==> src/hw/rtl/np4biw_mul.sv <==
// Registered signed fixed-point multiply with round half up.
// Does not use np4biw_pkg; all widths are passed in as parameters.
// The result is registered and advances when en is high.
module np4biw_mul #(
  parameter int AW = 40,
  parameter int BW = 40,
  parameter int SH = 16,
  parameter int RW = 48
) (
  input  logic                 clk,
  input  logic                 en,
  input  logic signed [AW-1:0] a,
  input  logic signed [BW-1:0] b,
  output logic signed [RW-1:0] r
);
  logic signed [AW+BW-1:0] prod;
  logic signed [AW+BW:0] sum;
  assign prod = a * b;
  assign sum = {prod[AW+BW-1], prod} + ((AW+BW+1)'(1) <<< (SH - 1));
  always_ff @(posedge clk) begin
    if (en) begin
      r <= RW'(sum >>> SH);
    end
  end
endmodule

==> config.mk <==
export PLATFORM = sky130hd
export DESIGN_NAME = np4biw_mul
export DESIGN_NICKNAME = d
export VERILOG_FILES = /design/src/hw/rtl/np4biw_mul.sv
export SDC_FILE = /design/constraint.sdc
export NUM_CORES = 2
export LEC_CHECK = 0
export ABC_AREA = 1
export BUFFER_PORTS_ARGS = -buffer_cell sky130_fd_sc_hd__buf_2
export CAP_MARGIN = 20
export CORE_ASPECT_RATIO = 0.5
export CORE_UTILIZATION = 49
export DETAILED_ROUTE_END_ITERATION = 8
export GPL_TIMING_DRIVEN = 1
export PLACE_DENSITY = 0.66
export SKIP_LAST_GASP = 1
export SYNTH_ARGS = -nofsm -noshare
export SYNTH_HDL_FRONTEND = slang
export SYNTH_SLANG_ARGS = --single-unit
==> constraint.sdc <==
create_clock -name clk -period 27.1 [get_ports clk]
set_input_delay 5.42 -clock clk [delete_from_list [all_inputs] [get_ports clk]]
set_output_delay 5.42 -clock clk [all_outputs]
set_load 0.02 [all_outputs]
==> results by group <==
CTS
  – Post CTS Setup Buffer Count: 0
  – Worst-path clk slew: 0.07 ns
  – CTS tree: built
  – Post-CTS Hold Fix Bufs: 0
  – H-tree Lvls: 2
  – Post-CTS sizing: 0
  – Clock sink count: 48
  – CTS Buf Count: 5
  – Buffer depth of the longest clock path: 2
  – Root Driver: clkbuf_16

Yosys
  – Post-synth EDFFs: 48
  – Ys Warns: 0
  – Syn nets: 8279
  – Mapped cell area: 0.0519 sq mm
  – Post-synthesis area per instance: 7.94 sq um
  – Cell with the most instances after synthesis: inv_1
  – Synth area leaders: fa_1 55%, inv_1 17%, nand2_1 13%
  – Top cell type's share of synthesized area: 55.2%
  – Cell taking the most area after synthesis: fa_1
  – Synth Instances: 6535
  – Top FF cell, synth: edfxtp_1
  – Top cells by count, synth: 2291 x inv_1, 1745 x nand2_1, 1430 x fa_1
  – Cell variety after synth: 39
  – Part of the Yosys area used for sequential elements: 2.78%
  – FF+latch count, synth: 48
  – Synth async-reset ratio: 0%

Hold path
  – Worst Hold Class: primary input to flop

GRT
  – Vias in the first global route: 43463
  – Initial antenna violation count: 3
  – Total Routing Usage GR: 31.0%
  – First-pass GRT wire length: 250000 microns
  – Largest net degree at the start of global routing: 49
  – Total gr overflow: 0

Layout
  – P&R area growth vs syn: 3.60%
  – Non-filler cells, final: 7835
  – Layout cells sized above 1: 3.61%
  – Total Nets Final: 8175
  – Max reg flops: 48
  – Largest Register: r
  – Finished Core Util: 51.8%
  – Largest registers: r: 48 flops

Timing
  – RSZ-0062 raised after global routing: no
  – Minimum clock period: 13.40 ns
  – Slew margin rel.: 22.5%
  – Hold Vio Cnt, Final: 0
  – Post-route setup TNS: 0 ns
  – Final Max Slew Viols: 0
  – # setup viols final: 0
  – Least-Margin Pin Slew: 1.16 ns
  – Peak Freq: 0.0746 GHz
  – Final WS setup: 13.70 ns
  – Final worst path period share: 49.4%

Critical path
  – Setup Crit Path Kind: primary input to flop
  – Startpoint types: primary input
  – CP max stage delay: 0.74 ns
  – Critical Path End Type: flop
  – Crit path max-delay cell type: buf_2
  – Crit path arrival time: 13.43 ns
  – Worst-path maximum fanout: 40
  – Worst Path Required: 27.13 ns
  – CP dominant cell by count: fa_1

Floorplanning
  – I/O pin count: 130
  – Die Footprint: 0.107 sq mm
  – Die span in y: 232 microns
  – Die Wd: 462 microns
  – Initial Utilization: 50.0%
  – Core area: 0.104 sq mm
  – Row cnt: 83

Routing
  – Final ANT Viol Nets: 0
  – DRT Wirelength: 157000 microns
  – Vias per cell: 5.08
  – DRT iter0 DRCs: 3378
  – Wire per inst: 20.0 microns
  – First-pass detailed-route iteration total: 5
  – Residual DRC: 0
  – Vias: 39838

Place
  – Placed cell count: 7826
  – Port bufs: 129
  – Post-DP HPWL: 122000 microns
  – GP Congestion: 1.01
  – Place WS: 13.66 ns

Run status
  – Outcome: complete, no violations

Flow run
  – Max-cap check violation count: 0
## stage by stage
step	area (sq um)	hold slack, ns
after floorplan	51900	5.53
after global placement	53600	5.86
after detailed placement	53600	5.87
after CTS	53800	5.77
after global routing	53800	5.80
final	53800	5.76
## area by class of cell
type | instances | area [sq um]
fillers | 9963 | 50000
multi-input cells | 3885 | 40700
inverters | 2297 | 8620
well taps | 1402 | 1750
flip-flops and latches | 48 | 1440
repair buffers | 194 | 1130
clock buffers | 5 | 125
clock inverters | 3 | 17.5
diodes | 1 | 2.50
## metal layers
layer	vias to the layer above	track usage (%)	share of wire, %
li1	17427	-	-
met1	20146	40.5	39
met2	1883	51.2	47
met3	378	6.15	9.7
met4	4	11.5	4.4
met5	-	0	0.017
## path summary, 6_finish.rpt
| check | startpoint | endpoint | slack [ns] | depth (start not counted) |
|---|---|---|---|---|
| worst min-delay path | en | r[0] | 5.76 | 2 |
| worst max-delay path | b[5] | r[29] | 13.70 | 25 |
## logic make-up (layout without fill, tap and decap cells)
group                    count (synthesis)  in the layout  share of synthesized area (%)
flip-flops                              48             48                           2.78
XOR/XNOR                                40             40                          0.675
other                                    0              1                              0
AO/OA/AOI/OAI                          182            182                           1.99
AND/OR/NAND/NOR                       2001           2001                           14.9
buffers and inverters                 2602           2499                           18.9
adder cells (fa/ha/maj)               1662           1662                           60.8
## cell usage in the layout (no fill, tap or decap), drive strengths merged
cell type     n
xor2         30
buf         194
nor3         15
nand4        13
clkinv        2
o2111ai       1
fa         1430
a31oi        12
nand3        63
a21boi        5
clkbuf        5
nand2      1750
a211oi        1
nand3b        6
nor2        137
o21bai       13
xnor2        10
and3          3
diode         1
a21oi        82
o21a          2
or2          10
o211ai        4
o21ai        56
inv        2298
nor4          4
ha          232
edfxtp       48
a21o          6
## critical path: cells and delay by family
family | cells | cell delay [ns]
xor gates and xnor gates | 1 | 0.48
and+or+nand+nor | 6 | 1.26
adders and majority gates | 9 | 4.65
buffers and inverters | 8 | 1.23
AOI/OAI and AO/OA | 1 | 0.32
Power is not shown: default switching activity piles up to over one toggle a cycle in this logic, so the estimate is an artifact.
